## src/sv/ict_pkg.sv

```systemverilog
// Shared types and constants of the inode cache table.
package ict_pkg;

	typedef enum logic [2:0] {
		OP_LOOKUP = 3'd0,
		OP_ALLOC  = 3'd1,
		OP_DUP    = 3'd2,
		OP_PUT    = 3'd3,
		OP_DIRTY  = 3'd4,
		OP_LOADED = 3'd5,
		OP_CLEAN  = 3'd6
	} op_t;

	localparam logic [1:0] STAT_OK      = 2'd0;
	localparam logic [1:0] STAT_NOFREE  = 2'd1;
	localparam logic [1:0] STAT_PUTFREE = 2'd2;
	localparam logic [1:0] STAT_OVF     = 2'd3;

	localparam logic [15:0] COUNT_MAX = 16'hFFFF;

	typedef struct packed {
		logic [15:0] dev;
		logic [31:0] ino;
		logic [15:0] refcnt;
		logic        dirty;
		logic        uptodate;
	} entry_t;

	// Commands from the controller to the datapath.
	typedef struct packed {
		logic capture;
		logic cnt_clr;
		logic cnt_inc;
		logic clear_wr;
		logic scan_rd;
		logic slot_rd;
		logic exec;
	} ctl_cmd_t;

	// Status from the datapath to the controller.
	typedef struct packed {
		logic last;
		logic scan_op;
	} ctl_sts_t;

endpackage

```

## src/sv/ict_ctrl.sv

```systemverilog
// Controller state machine of the inode cache table.
module ict_ctrl (
	input  logic              clk,
	input  logic              arst_n,
	input  logic              start,
	output logic              busy,
	input  ict_pkg::ctl_sts_t sts,
	output ict_pkg::ctl_cmd_t cmd
);
	import ict_pkg::*;

	typedef enum logic [5:0] {
		S_CLEAR = 6'b000001,
		S_IDLE  = 6'b000010,
		S_SCAN  = 6'b000100,
		S_DRAIN = 6'b001000,
		S_READ  = 6'b010000,
		S_EXEC  = 6'b100000
	} state_t;

	state_t state_q, state_d;

	always_ff @(posedge clk or negedge arst_n) begin
		if (!arst_n) begin
			state_q <= S_CLEAR;
		end else begin
			state_q <= state_d;
		end
	end

	always_comb begin
		state_d = state_q;
		cmd     = '0;
		case (state_q)
			S_CLEAR: begin
				cmd.clear_wr = 1'b1;
				cmd.cnt_inc  = 1'b1;
				if (sts.last) begin
					state_d = S_IDLE;
				end
			end
			S_IDLE: begin
				if (start) begin
					cmd.capture = 1'b1;
					cmd.cnt_clr = 1'b1;
					state_d     = sts.scan_op ? S_SCAN : S_READ;
				end
			end
			S_SCAN: begin
				cmd.scan_rd = 1'b1;
				cmd.cnt_inc = 1'b1;
				if (sts.last) begin
					state_d = S_DRAIN;
				end
			end
			S_DRAIN: begin
				state_d = S_EXEC;
			end
			S_READ: begin
				cmd.slot_rd = 1'b1;
				state_d     = S_EXEC;
			end
			S_EXEC: begin
				cmd.exec = 1'b1;
				state_d  = S_IDLE;
			end
			default: begin
				state_d = S_IDLE;
			end
		endcase
	end

	assign busy = (state_q != S_IDLE);
endmodule

```

## config.mk

```make
export PLATFORM = sky130hd
export DESIGN_NAME = ict_ctrl
export DESIGN_NICKNAME = d
export VERILOG_FILES = /design/src/sv/ict_pkg.sv /design/src/sv/ict_ctrl.sv
export SDC_FILE = /design/constraint.sdc
export NUM_CORES = 1
export LEC_CHECK = 0
export BUFFER_PORTS_ARGS = -buffer_cell sky130_fd_sc_hd__buf_2
export CELL_PAD_IN_SITES_DETAIL_PLACEMENT = 0
export CELL_PAD_IN_SITES_GLOBAL_PLACEMENT = 1
export CORE_AREA = 5 5 42 44
export CTS_BUF_LIST = sky130_fd_sc_hd__clkbuf_16
export CTS_CLUSTER_SIZE = 25
export DETAILED_ROUTE_END_ITERATION = 8
export DIE_AREA = 0 0 47 49
export PLACE_DENSITY_LB_ADDON = 0.15
export SLEW_MARGIN = 10
export SYNTH_ARGS = -nofsm -noshare
export SYNTH_HDL_FRONTEND = slang
export SYNTH_SLANG_ARGS = --single-unit
```

## constraint.sdc

```tcl
create_clock -name clk -period 5.17 [get_ports clk]
set_input_delay 1.551 -clock clk [delete_from_list [all_inputs] [get_ports clk]]
set_output_delay 1.551 -clock clk [all_outputs]
set_load 0.05 [all_outputs]
```

* Word-level counts from Yosys, hierarchy flattened
Cells that the tools add are included.
** Word-level totals
- Register bits :: 6
- Input port bits :: 5
- Word-level logic and storage cells :: 26
** Cells by class
- Reduce and logical (&&, ||, !) cells :: 3
- Equality and inequality tests :: 10
- Muxes and demuxes :: 12
** Operator list (number)
- $pmux 6 s4 :: 1
- $mux 6 :: 3
- $eq 6x1->1 const B :: 1
- $eq 6x2->1 const B :: 1
- $eq 6x3->1 const B :: 1
- $eq 6x4->1 const B :: 1
- $eq 6x5->1 const B :: 1
- $eq 6x6->1 const B :: 1
- $ne 2x2->1 const B :: 3
- $ne 6x2->1 const B :: 1
- $mux 1 :: 5
- $mux 5 :: 1
- $mux 2 :: 2
- $reduce_or 2->1 :: 2
- $reduce_and 3->1 :: 1

* Logic depth before layout (Yosys ltp)
Gate-level depths: netlist (run 1).
- Word-level depth :: 3
- Depth in mapped cells :: 5
- Mapped depth without buffers :: 3

* Worst setup path before layout (run 1)
OpenSTA, ideal clock, no wires.
- Path type :: input -> output
- Start point :: input start
- End point :: output cmd[6] (netlist name)
- Buffers on the path :: 1
- Slack :: 1105 ps
- Required time :: 3619 ps
- Arrival :: 2514 ps
- Cell stages on the path :: 2
- Path through :: nor4b_4 -> buf_4
** RTL lines
- from (decl) :: line ict_ctrl.sv:5 : input logic start,
- to (decl) :: line ict_ctrl.sv:8 : output ict_pkg::ctl_cmd_t cmd

==> results of run 1 <==
## through the flow
step	area [µm²]	utilization, %	total power (W)
after floorplan	414	-	0.000194
after global placement	457	32.6	0.000208
after detailed placement	457	32.6	0.000210
after CTS	536	38.2	0.000342
after global routing	536	38.2	0.000359
final	536	38.2	0.000339
## worst max-delay path: stages
cell,delay (ns)
sky130_fd_sc_hd__buf_2,0.08
sky130_fd_sc_hd__nor4b_4,0.24
sky130_fd_sc_hd__buf_2,0.32
## cell type report
class                   instances  area, µm²  share of cell area [%]
multi-input cells              29        218                    40.7
inverters                       2       7.51                    1.40
well taps                      16       20.0                    3.74
clock buffers                   3       75.1                    14.0
flip-flops and latches          6        151                    28.3
clock inverters                 1       3.75                   0.701
repair buffers                 12       60.1                    11.2
## how the worst max path moves through the flow
| stage | endpoint | depth (start not counted) | from | slack (ns) |
|---|---|---|---|---|
| 5_1_grt | cmd[6] | 3 | start | 1.38 |
| 2_1_floorplan | cmd[6] | 2 | start | 1.11 |
| 3_5_place_dp | cmd[5] | 3 | start | 1.42 |
| 6_report | cmd[6] | 3 | start | 1.43 |
| 3_3_place_gp | cmd[6] | 3 | start | 1.43 |
| 4_1_cts | cmd[5] | 3 | start | 1.42 |
## power by group
group | internal [W] | switching, W
Sequential | 0.0000559 | 0.0000147
Combinational | 0.0000464 | 0.0000920
Clock | 0.000101 | 0.0000291
## cell usage after synthesis, drive strengths merged
master and instances:
dfstp 1, o21ai 2, or4b 1, and2b 1, nor3 1, nor3b 2, xnor2 1, and3 2
buf 3, or4 2, a32o 1, or3b 1, or3 1, and2 1, nand2 1, inv 2
xor2 2, o22ai 1, nor2 5, and4b 1, o211a 1, nor4b 1, dfrtp 5, clkbuf 2
o211ai 1
## kinds of logic (layout without fill, tap and decap cells)
logic type	Yosys count	count (layout)
buf+inv	7	18
flops	6	6
xor+xnor	3	3
compound gates	6	6
simple gates	20	20
## layer usage
layer	global-route usage, %	routed length (µm)
met1	12.4	423
met2	14.3	445
met3	5.17	95
met4	11.1	44
met5	0	0
==> qor.log, run 1 <==
INFO  run_status     run_status=finished, final reports clean
INFO  routing        detail_route.wirelength=1.01mm
INFO  power_and_ir_drop irDropWorstVdd=0.238mV
INFO  logic_synthesis synth_seq_area_share=36.6%
INFO  setup_path     critical_path.reg2reg.endpoint=state_q[1]
INFO  routing        detail_route.wl_per_cell=14.6µm
INFO  routing        drtIter0Drc=4
INFO  setup_path     critPathKind=in -> out
INFO  power_and_ir_drop cellLeakagePower=0.292nW
INFO  logic_synthesis yosys_warnings=0
INFO  clocking       clk_pin_slew_worst_paths=0.04ns
INFO  final_layout   registers.top_by_ff_count=state_q
INFO  global_route   wire_length_of_the_first_global_routing_pass=1.69mm
INFO  setup_path     cp-start-kind=input pin
INFO  clocking       tritoncts=done
INFO  logic_synthesis synth_compound_gate_area_share=10.6%
INFO  sta            post_route_fraction_of_the_period_consumed_by_the_critical_path=72.4%
INFO  logic_synthesis post_synth_num_cell_types=27
INFO  sta            max_clock_freq=267MHz
INFO  global_route   overflow=0
INFO  setup_path     reg2regPathDepth=3
INFO  floorplan      die_height=49µm
INFO  final_layout   synthesis_to_layout_area_growth=29.3%
INFO  logic_synthesis netlist_instances=42
INFO  final_layout   largest_register_ff_count=6
INFO  clocking       library_cell_used_as_clock_root_buffer=sky130_fd_sc_hd__clkbuf_16
INFO  place          detailedPlacementHpwl=735µm
INFO  sta            fin_worst_hold_slack=0.596ns
INFO  final_layout   antennaDiodeCount=0
INFO  clocking       cts_max_level=1
INFO  clocking       cts_repair_resize_count=0
INFO  final_layout   layout_top_registers=state_q x6
INFO  setup_path     critPathCaptureType=output port
INFO  sta            finalSetupViolCount=0
INFO  floorplan      area_inside_the_core_boundary=1400µm²
INFO  power_and_ir_drop power.density_cell_area=632nW/µm²
INFO  setup_path     r2r_setup_slack=3.49ns
INFO  final_layout   layout.cells.most_common=sky130_fd_sc_hd__buf_2
INFO  sta            totalNegativeSetupSlack=0ns
INFO  logic_synthesis share_of_the_synthesized_area_in_the_top_cell_type=30.2%
INFO  sta            final.min_clock_period=3.74ns
INFO  logic_synthesis yosys_register_bits=6
INFO  clocking       cts_post_setup_buffers_inserted=0
INFO  clocking       cts-root-to-sink-buffers=2
INFO  floorplan      die_footprint=2300µm²
INFO  sta            timing_hold_violations_final=0
INFO  worst_hold_path whs_endpoint=state_q[0]
INFO  logic_synthesis syn_nets=47
INFO  clocking       clock_insertion_delay_worst_skew=0.23ns
INFO  place          dpl_worst_slack=1.42ns
INFO  worst_hold_path hold_class=reg -> reg
INFO  global_route   grt_max_degree=10
INFO  clocking       holdBufCountCts=0
INFO  logic_synthesis netlist_top_cells_area=sky130_fd_sc_hd__dfrtp_1, sky130_fd_sc_hd__dfstp_2, sky130_fd_sc_hd__nor4b_4
INFO  logic_synthesis synth.avg_cell_area=9.86µm²
INFO  logic_synthesis dominant_combinational_cell_family_by_area_after_synthesis=simple AND/OR/NAND/NOR gates
INFO  logic_synthesis mappedNetlistArea=414µm²
INFO  logic_synthesis synth_xor_area_share=6.34%
INFO  floorplan      die_width=47µm
INFO  job            max_cap_violations=0
INFO  logic_synthesis simple_gate_share_of_the_synthesized_area=35.6%
INFO  logic_synthesis synth_area_leader=sky130_fd_sc_hd__dfrtp_1
INFO  routing        detail-route-antenna-nets=0
INFO  floorplan      initial_core_util=29.6%
INFO  final_layout   fillCellCount=144
INFO  sta            maxSlewViolCount=0
INFO  global_route   track_usage=11.1%
INFO  setup_path     timing.rr.start=state_q[4]
INFO  routing        drt_pass1_iterations=4
INFO  setup_path     worst_endpoint_required_time=3.62ns
INFO  floorplan      floorplan.rows=14
INFO  worst_hold_path worst_hold_path.num_cells=2
INFO  place          gp_congestion=0.772
INFO  worst_hold_path worst_hold_startpoint=state_q[1]
INFO  place          numPortBuffers=12
INFO  floorplan      io_pins=13
INFO  sta            grt_setup_unrepaired=no
INFO  routing        routed-via-count=366
INFO  logic_synthesis synth.mux.area_fraction=0%
INFO  final_layout   finish.cell_count_without_fillers=69
INFO  sta            setup_ws=1.43ns
INFO  logic_synthesis synth-adder-area-share=0%
INFO  sta            slew_headroom=79.5%
INFO  final_layout   final_nets=59
INFO  setup_path     critPathMaxFanout=4
INFO  clocking       cts_buffers=3
INFO  global_route   number_of_antenna_violations_at_the_first_check_in_global_routing=0
INFO  final_layout   layout_common_cells=sky130_fd_sc_hd__buf_2, sky130_fd_sc_hd__nor2_1, sky130_fd_sc_hd__dfrtp_1
INFO  routing        vias_per_cell=5.30
INFO  global_route   grt_pass1_vias=381
INFO  place          place.detailed.instances=65
INFO  clocking       numClockSinks=6
INFO  sta            fin_worst_skew=0.00153ns
INFO  final_layout   final_layout_size_suffix_gt1_share=39.6%
INFO  sta            worst-slew-pin-transition=0.307ns
INFO  setup_path     data_arrival_time_of_the_worst_path=2.19ns
INFO  routing        drc_viols=0
No activity file was read; power rests on OpenSTA's default activity.
==> run 2: changes to the inputs <==
--- a/config.mk
+++ b/config.mk
@@ -8,11 +8,11 @@
 export BUFFER_PORTS_ARGS = -buffer_cell sky130_fd_sc_hd__buf_2
 export CELL_PAD_IN_SITES_DETAIL_PLACEMENT = 0
 export CELL_PAD_IN_SITES_GLOBAL_PLACEMENT = 1
-export CORE_AREA = 5 5 42 44
+export CORE_MARGIN = 5
+export CORE_UTILIZATION = 31
 export CTS_BUF_LIST = sky130_fd_sc_hd__clkbuf_16
 export CTS_CLUSTER_SIZE = 25
 export DETAILED_ROUTE_END_ITERATION = 8
-export DIE_AREA = 0 0 47 49
 export PLACE_DENSITY_LB_ADDON = 0.15
 export SLEW_MARGIN = 10
 export SYNTH_ARGS = -nofsm -noshare
==> constraint.sdc (replaced) <==
create_clock -name clk -period 3.41 [get_ports clk]
set_input_delay 1.023 -clock clk [delete_from_list [all_inputs] [get_ports clk]]
set_output_delay 1.023 -clock clk [all_outputs]
set_load 0.05 [all_outputs]
==> run 2 against run 1 <==
First-iteration DRC count shrank 25%. Register-to-register slack got worse by 1.7 ns. Worst setup slack got worse by 0.96 ns. Clock-buffer cell count did not move. Combinational power rose by 51%. Core utilization grew 3.4 points. Global-route usage fell by 1.2 points. Critical path type is now reg -> out. Critical endpoint is now cmd[5]. Highest routed layer unchanged.
==> qor.log, run 2 (same netlist as run 1, synthesis figures left out) <==
INFO  final_layout   synthesis_to_layout_area_growth=29.0% [was 29.3%]
INFO  final_layout   layout_top_registers=state_q x6 [unchanged]
INFO  clocking       cts-root-to-sink-buffers=2 [unchanged]
INFO  clocking       tritoncts=done [unchanged]
INFO  power_and_ir_drop irDropWorstVdd=0.483mV [was 0.238 mV]
INFO  floorplan      die_footprint=2170µm² [was 2300 µm²]
INFO  routing        vias_per_cell=5.04 [was 5.30]
INFO  setup_path     path_buf_inv=1 [was 2]
INFO  run_status     run_status=finished, final reports clean [unchanged]
INFO  setup_path     timing.rr.start=state_q[4] [unchanged]
INFO  clocking       cts_repair_resize_count=0 [unchanged]
INFO  sta            final.min_clock_period=2.94ns
INFO  routing        detail-route-antenna-nets=0 [unchanged]
INFO  clocking       holdBufCountCts=0 [unchanged]
INFO  setup_path     path_delay_family=simple AND/OR/NAND/NOR gates [was buffers and inverters]
INFO  routing        detail_route.wl_per_cell=13.3µm [was 14.6 µm]
INFO  setup_path     r2r_setup_slack=1.78ns [was 3.49 ns]
INFO  global_route   grt_pass1_vias=332 [was 381]
INFO  global_route   overflow=0 [unchanged]
INFO  sta            fin_worst_skew=0.000922ns [was 0.00153 ns]
INFO  worst_hold_path hold_class=in -> async [was reg -> reg]
INFO  floorplan      io_pins=13 [unchanged]
INFO  global_route   grt_max_degree=10 [unchanged]
INFO  job            max_cap_violations=0 [unchanged]
INFO  power_and_ir_drop cellLeakagePower=0.292nW [unchanged]
INFO  setup_path     critPathMaxFanout=8 [was 4]
INFO  setup_path     critPathKind=reg -> out [was in -> out]
INFO  clocking       clock_insertion_delay_worst_skew=0.23ns [about the same]
INFO  setup_path     critPathCaptureType=output port [unchanged]
INFO  sta            post_route_fraction_of_the_period_consumed_by_the_critical_path=86.2%
INFO  routing        drc_viols=0 [unchanged]
INFO  sta            finalSetupViolCount=0 [unchanged]
INFO  routing        drtIter0Drc=3 [was 4]
INFO  setup_path     cp-start-kind=register [was input pin]
INFO  power_and_ir_drop power.density_cell_area=946nW/µm² [was 632 nW/µm²]
INFO  setup_path     reg2regPathDepth=3 [unchanged]
INFO  sta            max_clock_freq=340MHz
INFO  place          dpl-instance-area=455µm² [was 457 µm²]
INFO  clocking       cts_post_setup_buffers_inserted=0 [unchanged]
INFO  setup_path     crit_path_max_incr_delay=0.60ns [was 0.32 ns]
INFO  routing        routed-via-count=343 [was 366]
INFO  clocking       library_cell_used_as_clock_root_buffer=sky130_fd_sc_hd__clkbuf_16 [unchanged]
INFO  clocking       cts_buffers=3 [unchanged]
INFO  final_layout   layout.cells.most_common=sky130_fd_sc_hd__buf_2 [unchanged]
INFO  clocking       clk_pin_slew_worst_paths=0.03ns [was 0.04 ns]
INFO  floorplan      floorplan.rows=13 [was 14]
INFO  sta            slew_headroom=80.5% [was 79.5%]
INFO  setup_path     data_arrival_time_of_the_worst_path=1.92ns [was 2.19 ns]
INFO  global_route   number_of_antenna_violations_at_the_first_check_in_global_routing=0 [unchanged]
INFO  place          numPortBuffers=12 [unchanged]
INFO  global_route   wire_length_of_the_first_global_routing_pass=1.45mm [was 1.69 mm]
INFO  setup_path     crit_path_cell_trace=or4_4 > nor4b_4 > buf_2 [was buf_2 > nor4b_4 > buf_2]
INFO  sta            grt_setup_unrepaired=no [unchanged]
INFO  sta            timing_hold_violations_final=0 [unchanged]
INFO  clocking       cts_max_level=1 [unchanged]
INFO  floorplan      area_inside_the_core_boundary=1280µm² [was 1400 µm²]
INFO  final_layout   antennaDiodeCount=0 [unchanged]
INFO  global_route   track_usage=9.90% [was 11.1%]
INFO  sta            totalNegativeSetupSlack=0ns [unchanged]
INFO  routing        drt_pass1_iterations=4 [unchanged]
INFO  sta            maxSlewViolCount=0 [unchanged]
INFO  clocking       numClockSinks=6 [unchanged]
INFO  final_layout   largest_register_ff_count=6 [unchanged]
INFO  setup_path     critical_path.reg2reg.endpoint=state_q[1] [unchanged]
INFO  sta            worst-slew-pin-transition=0.292ns [was 0.307 ns]
INFO  floorplan      die_width=46.6µm [was 47 µm]
INFO  floorplan      die_height=46.6µm [was 49 µm]
INFO  final_layout   post-route-cell-area=534µm² [was 536 µm²]
INFO  final_layout   final_nets=59 [unchanged]
INFO  final_layout   registers.top_by_ff_count=state_q [unchanged]
INFO  floorplan      initial_core_util=32.2% [was 29.6%]
INFO  setup_path     critPathSlowestCell=sky130_fd_sc_hd__or4_4 [was sky130_fd_sc_hd__buf_2]
INFO  routing        detail_route.wirelength=902µm [was 1.01 mm]
INFO  final_layout   final_layout_size_suffix_gt1_share=39.6% [unchanged]
INFO  setup_path     worst_endpoint_required_time=2.39ns [was 3.62 ns]
INFO  final_layout   layout_common_cells=sky130_fd_sc_hd__buf_2, sky130_fd_sc_hd__nor2_1, sky130_fd_sc_hd__dfrtp_1 [unchanged]
INFO  place          detailedPlacementHpwl=702µm [was 735 µm]
INFO  power_and_ir_drop finalPower=0.000505W [was 0.000339 W]
INFO  place          gp_congestion=0.729 [was 0.772]
-- run 2: power by group --
group	switching (W)	internal (W)	total, W	leakage [nW]
Combinational	0.000138	0.0000704	0.000208	0.173
Sequential	0.0000221	0.0000848	0.000107	0.0760
Clock	0.0000383	0.000152	0.000190	0.0423
Total	0.000198	0.000307	0.000505	0.292
-- run 2: stage by stage --
step / std cells / worst slack, ns / hold WS, ns / util (%)
after floorplan: 42 / 0.128 / 0.539 / -
after global placement: 64 / 0.722 / 0.603 / 35.4
after detailed placement: 64 / 0.705 / 0.614 / 35.4
after CTS: 68 / 0.461 / 0.617 / 41.6
after global routing: 68 / 0.398 / 0.624 / 41.6
final: 68 / 0.470 / 0.619 / 41.6
-- run 2: cell type report --
| type | count | area (µm²) |
|---|---|---|
| clock buffers | 3 | 75.1 |
| clock inverters | 1 | 3.75 |
| fillers | 137 | 751 |
| inverters | 2 | 7.51 |
| multi-input cells | 29 | 218 |
| flip-flops and latches | 6 | 151 |
| well taps | 15 | 18.8 |
| repair buffers | 12 | 60.1 |
-- run 2: how the worst max path moves through the flow --
stage	depth (start not counted)	to	slack (ns)	start
floorplan	4	cmd[3]	0.13	state_q[3]
global placement	3	cmd[5]	0.72	start
detailed placement	3	cmd[6]	0.71	start
CTS	3	cmd[6]	0.46	state_q[4]
global route	3	cmd[6]	0.40	state_q[4]
finish	3	cmd[5]	0.47	state_q[4]
-- run 2: per-layer routing --
layer	GRT usage, %	part of all wire (%)
met3	3.91	6.2
met1	11.8	47
met5	0	0
met4	6.82	0.67
met2	14.3	46
-- run 2: worst register-to-register path, delay by kind of cell (launching register included) --
kind | cells | cell delay (ns)
AO/OA/AOI/OAI | 1 | 0.09
flip-flops | 1 | 0.44
AND/OR/NAND/NOR | 2 | 1.02
==> run 3: changes to the inputs <==
--- a/config.mk
+++ b/config.mk
@@ -6,13 +6,11 @@
 export NUM_CORES = 1
 export LEC_CHECK = 0
 export BUFFER_PORTS_ARGS = -buffer_cell sky130_fd_sc_hd__buf_2
-export CELL_PAD_IN_SITES_DETAIL_PLACEMENT = 0
-export CELL_PAD_IN_SITES_GLOBAL_PLACEMENT = 1
-export CORE_MARGIN = 5
-export CORE_UTILIZATION = 31
+export CORE_AREA = 5 5 42 44
 export CTS_BUF_LIST = sky130_fd_sc_hd__clkbuf_16
 export CTS_CLUSTER_SIZE = 25
 export DETAILED_ROUTE_END_ITERATION = 8
+export DIE_AREA = 0 0 47 49
 export PLACE_DENSITY_LB_ADDON = 0.15
 export SLEW_MARGIN = 10
 export SYNTH_ARGS = -nofsm -noshare
==> run 3 against run 2 <==
Power increased by 0.67%. Core utilization decreased by 3.4 points. Sequential cell count stayed put. Clock-buffer cell count did not move. Critical path depth is the same. Register-to-register slack about the same. Largest power group unchanged. Critical path type unchanged. Clock skew is 0.0030 ns higher. First-iteration DRC count fell by 67%. Die area up 6.3%. Non-clock buffer count did not move. Clock power grew 3%.
==> qor.log, run 3 (same netlist as run 1, synthesis figures left out) <==
INFO  setup_path     crit_path_cell_trace=or4_4 > nor4b_4 > buf_2 [unchanged]
INFO  sta            slew_headroom=80.5% [about the same]
INFO  sta            maxSlewViolCount=0 [unchanged]
INFO  routing        drtIter0Drc=1 [was 3]
INFO  routing        drt_pass1_iterations=2 [was 4]
INFO  clocking       cts_repair_resize_count=0 [unchanged]
INFO  final_layout   largest_register_ff_count=6 [unchanged]
INFO  routing        detail_route.wl_per_cell=13.0µm [was 13.3 µm]
INFO  setup_path     critPathKind=reg -> out [unchanged]
INFO  final_layout   layout_top_registers=state_q x6 [unchanged]
INFO  floorplan      io_pins=13 [unchanged]
INFO  setup_path     worstSetupPathDepth=3 [unchanged]
INFO  final_layout   fillCellCount=148 [was 137]
INFO  sta            fin_worst_skew=0.00387ns [was 0.000922 ns]
INFO  sta            timing_hold_violations_final=0 [unchanged]
INFO  clocking       numClockSinks=6 [unchanged]
INFO  place          detailedPlacementHpwl=672µm [was 702 µm]
INFO  final_layout   final_nets=59 [unchanged]
INFO  setup_path     crit_path_max_incr_delay=0.59ns [was 0.60 ns]
INFO  final_layout   final_layout_size_suffix_gt1_share=39.6% [unchanged]
INFO  clocking       clock_insertion_delay_worst_skew=0.23ns [about the same]
INFO  final_layout   layout.cells.most_common=sky130_fd_sc_hd__buf_2 [unchanged]
INFO  clocking       cts_buffers=3 [unchanged]
INFO  power_and_ir_drop relative_contribution_of_combinational_cells_to_total_power=40.5% [was 41.2%]
INFO  final_layout   finish.cell_count_without_fillers=69 [was 68]
INFO  final_layout   synthesis_to_layout_area_growth=29.3% [was 29.0%]
INFO  sta            setup_ws=0.469ns [was 0.470 ns]
INFO  routing        vias_per_cell=4.99 [was 5.04]
INFO  routing        drc_viols=0 [unchanged]
INFO  setup_path     critPathCaptureType=output port [unchanged]
INFO  power_and_ir_drop cellLeakagePower=0.292nW [unchanged]
INFO  global_route   track_usage=9.39% [was 9.90%]
INFO  global_route   grt_max_degree=10 [unchanged]
INFO  global_route   grt_pass1_vias=325 [was 332]
INFO  floorplan      die_width=47µm [was 46.6 µm]
INFO  clocking       clk_pin_slew_worst_paths=0.04ns [was 0.03 ns]
INFO  final_layout   antennaDiodeCount=0 [unchanged]
INFO  floorplan      floorplan.rows=14 [was 13]
INFO  clocking       cts_max_level=1 [unchanged]
INFO  power_and_ir_drop power.density_cell_area=950nW/µm² [was 946 nW/µm²]
INFO  routing        routed-via-count=344 [was 343]
INFO  job            max_cap_violations=0 [unchanged]
INFO  power_and_ir_drop clkPwrFrac=38.5% [was 37.6%]
INFO  power_and_ir_drop internal_power=0.000307W [about the same]
INFO  final_layout   layout_common_cells=sky130_fd_sc_hd__buf_2, sky130_fd_sc_hd__nor2_1, sky130_fd_sc_hd__dfrtp_1 [unchanged]
INFO  setup_path     critPathSlowestCell=sky130_fd_sc_hd__or4_4 [unchanged]
INFO  power_and_ir_drop irDropWorstVdd=0.576mV [was 0.483 mV]
INFO  place          place.detailed.instances=65 [was 64]
INFO  setup_path     worst_endpoint_required_time=2.39ns [about the same]
INFO  clocking       holdBufCountCts=0 [unchanged]
INFO  sta            finalSetupViolCount=0 [unchanged]
INFO  floorplan      area_inside_the_core_boundary=1400µm² [was 1280 µm²]
INFO  sta            post_route_fraction_of_the_period_consumed_by_the_critical_path=86.3% [was 86.2%]
INFO  setup_path     critPathMaxFanout=8 [unchanged]
INFO  setup_path     cp-start-kind=register [unchanged]
INFO  final_layout   registers.top_by_ff_count=state_q [unchanged]
INFO  place          gp_congestion=0.737 [was 0.729]
INFO  setup_path     path_delay_family=simple AND/OR/NAND/NOR gates [unchanged]
INFO  final_layout   post-route-util=38.2% [was 41.6%]
INFO  clocking       cts-root-to-sink-buffers=2 [unchanged]
INFO  setup_path     data_arrival_time_of_the_worst_path=1.92ns [about the same]
INFO  clocking       library_cell_used_as_clock_root_buffer=sky130_fd_sc_hd__clkbuf_16 [unchanged]
INFO  clocking       cts_post_setup_buffers_inserted=0 [unchanged]
INFO  clocking       tritoncts=done [unchanged]
INFO  setup_path     critical_path.reg2reg.endpoint=state_q[1] [unchanged]
INFO  routing        detail_route.wirelength=899µm [was 902 µm]
INFO  floorplan      die_footprint=2300µm² [was 2170 µm²]
INFO  worst_hold_path hold_class=in -> async [unchanged]
INFO  global_route   number_of_antenna_violations_at_the_first_check_in_global_routing=0 [unchanged]
INFO  power_and_ir_drop power_frac_seq=21.0% [was 21.1%]
INFO  sta            max_clock_freq=340MHz [about the same]
INFO  setup_path     path_buf_inv=1 [unchanged]
INFO  sta            worst-slew-pin-transition=0.292ns [about the same]
INFO  power_and_ir_drop switching_power=0.000201W [was 0.000198 W]
INFO  global_route   overflow=0 [unchanged]
INFO  sta            totalNegativeSetupSlack=0ns [unchanged]
INFO  sta            grt_setup_unrepaired=no [unchanged]
INFO  floorplan      initial_core_util=29.6% [was 32.2%]
INFO  power_and_ir_drop netSwitchingFraction=39.6% [was 39.3%]
INFO  routing        detail-route-antenna-nets=0 [unchanged]
INFO  sta            final.min_clock_period=2.94ns [about the same]
INFO  place          dpl_worst_slack=0.704ns [was 0.705 ns]
INFO  floorplan      die_height=49µm [was 46.6 µm]
INFO  setup_path     r2r_setup_slack=1.78ns [about the same]
INFO  place          numPortBuffers=12 [unchanged]
INFO  setup_path     timing.rr.start=state_q[4] [unchanged]
INFO  setup_path     reg2regPathDepth=3 [unchanged]
INFO  run_status     run_status=finished, final reports clean [unchanged]
INFO  global_route   wire_length_of_the_first_global_routing_pass=1.57mm [was 1.45 mm]
## run 3: cell counts in the layout (fill, tap and decap cells not counted)
Identical to the previous run, type by type.
## run 3: layout make-up
type / instances / area, µm² / share of cell area (%)
inverter: 2 / 7.51 / 1.40
multi-input combinational: 29 / 218 / 40.7
clock buffer: 3 / 75.1 / 14.0
timing repair buffer: 12 / 60.1 / 11.2
tap: 16 / 20.0 / 3.74
sequential: 6 / 151 / 28.3
clock inverter: 1 / 3.75 / 0.701
## run 3: layer usage
layer  vias up  track usage [%]  part of all wire [%]
li1        171                -                     -
met1       164             12.9                    47
met2         9             12.7                    45
met3         0             5.90                   7.8
met4         0             1.38                     0
met5         -                0                     0
## run 3: metrics by stage
stage	hold WS, ns	power (W)	instance area [µm²]
detailed placement	0.592	0.000317	457
CTS	0.615	0.000517	536
finish	0.615	0.000509	536
global route	0.618	0.000541	536
floorplan	0.539	0.000294	414
global placement	0.629	0.000321	457
## run 3: power groups by stage
stage | combinational (W) | clock (W) | sequential [W]
detailed placement | 0.000210 | 0 | 0.000107
global placement | 0.000212 | 0 | 0.000109
finish | 0.000206 | 0.000196 | 0.000107
global route | 0.000224 | 0.000206 | 0.000110
CTS | 0.000210 | 0.000201 | 0.000107
floorplan | 0.000198 | 0 | 0.0000959
## run 3: how the worst max path moves through the flow
stage | from | to | slack, ns
6_report | state_q[4] | cmd[6] | 0.47
5_1_grt | state_q[4] | cmd[6] | 0.38
4_1_cts | state_q[4] | cmd[5] | 0.45
3_5_place_dp | start | cmd[5] | 0.70
3_3_place_gp | start | cmd[6] | 0.71
2_1_floorplan | state_q[3] | cmd[3] | 0.13
## run 3: worst register-to-register path, cell delays in order, from the launching register on
cell and delay, ns:
sky130_fd_sc_hd__dfrtp_1 0.45, sky130_fd_sc_hd__or4_4 0.59, sky130_fd_sc_hd__or4_1 0.42, sky130_fd_sc_hd__o211ai_1 0.09
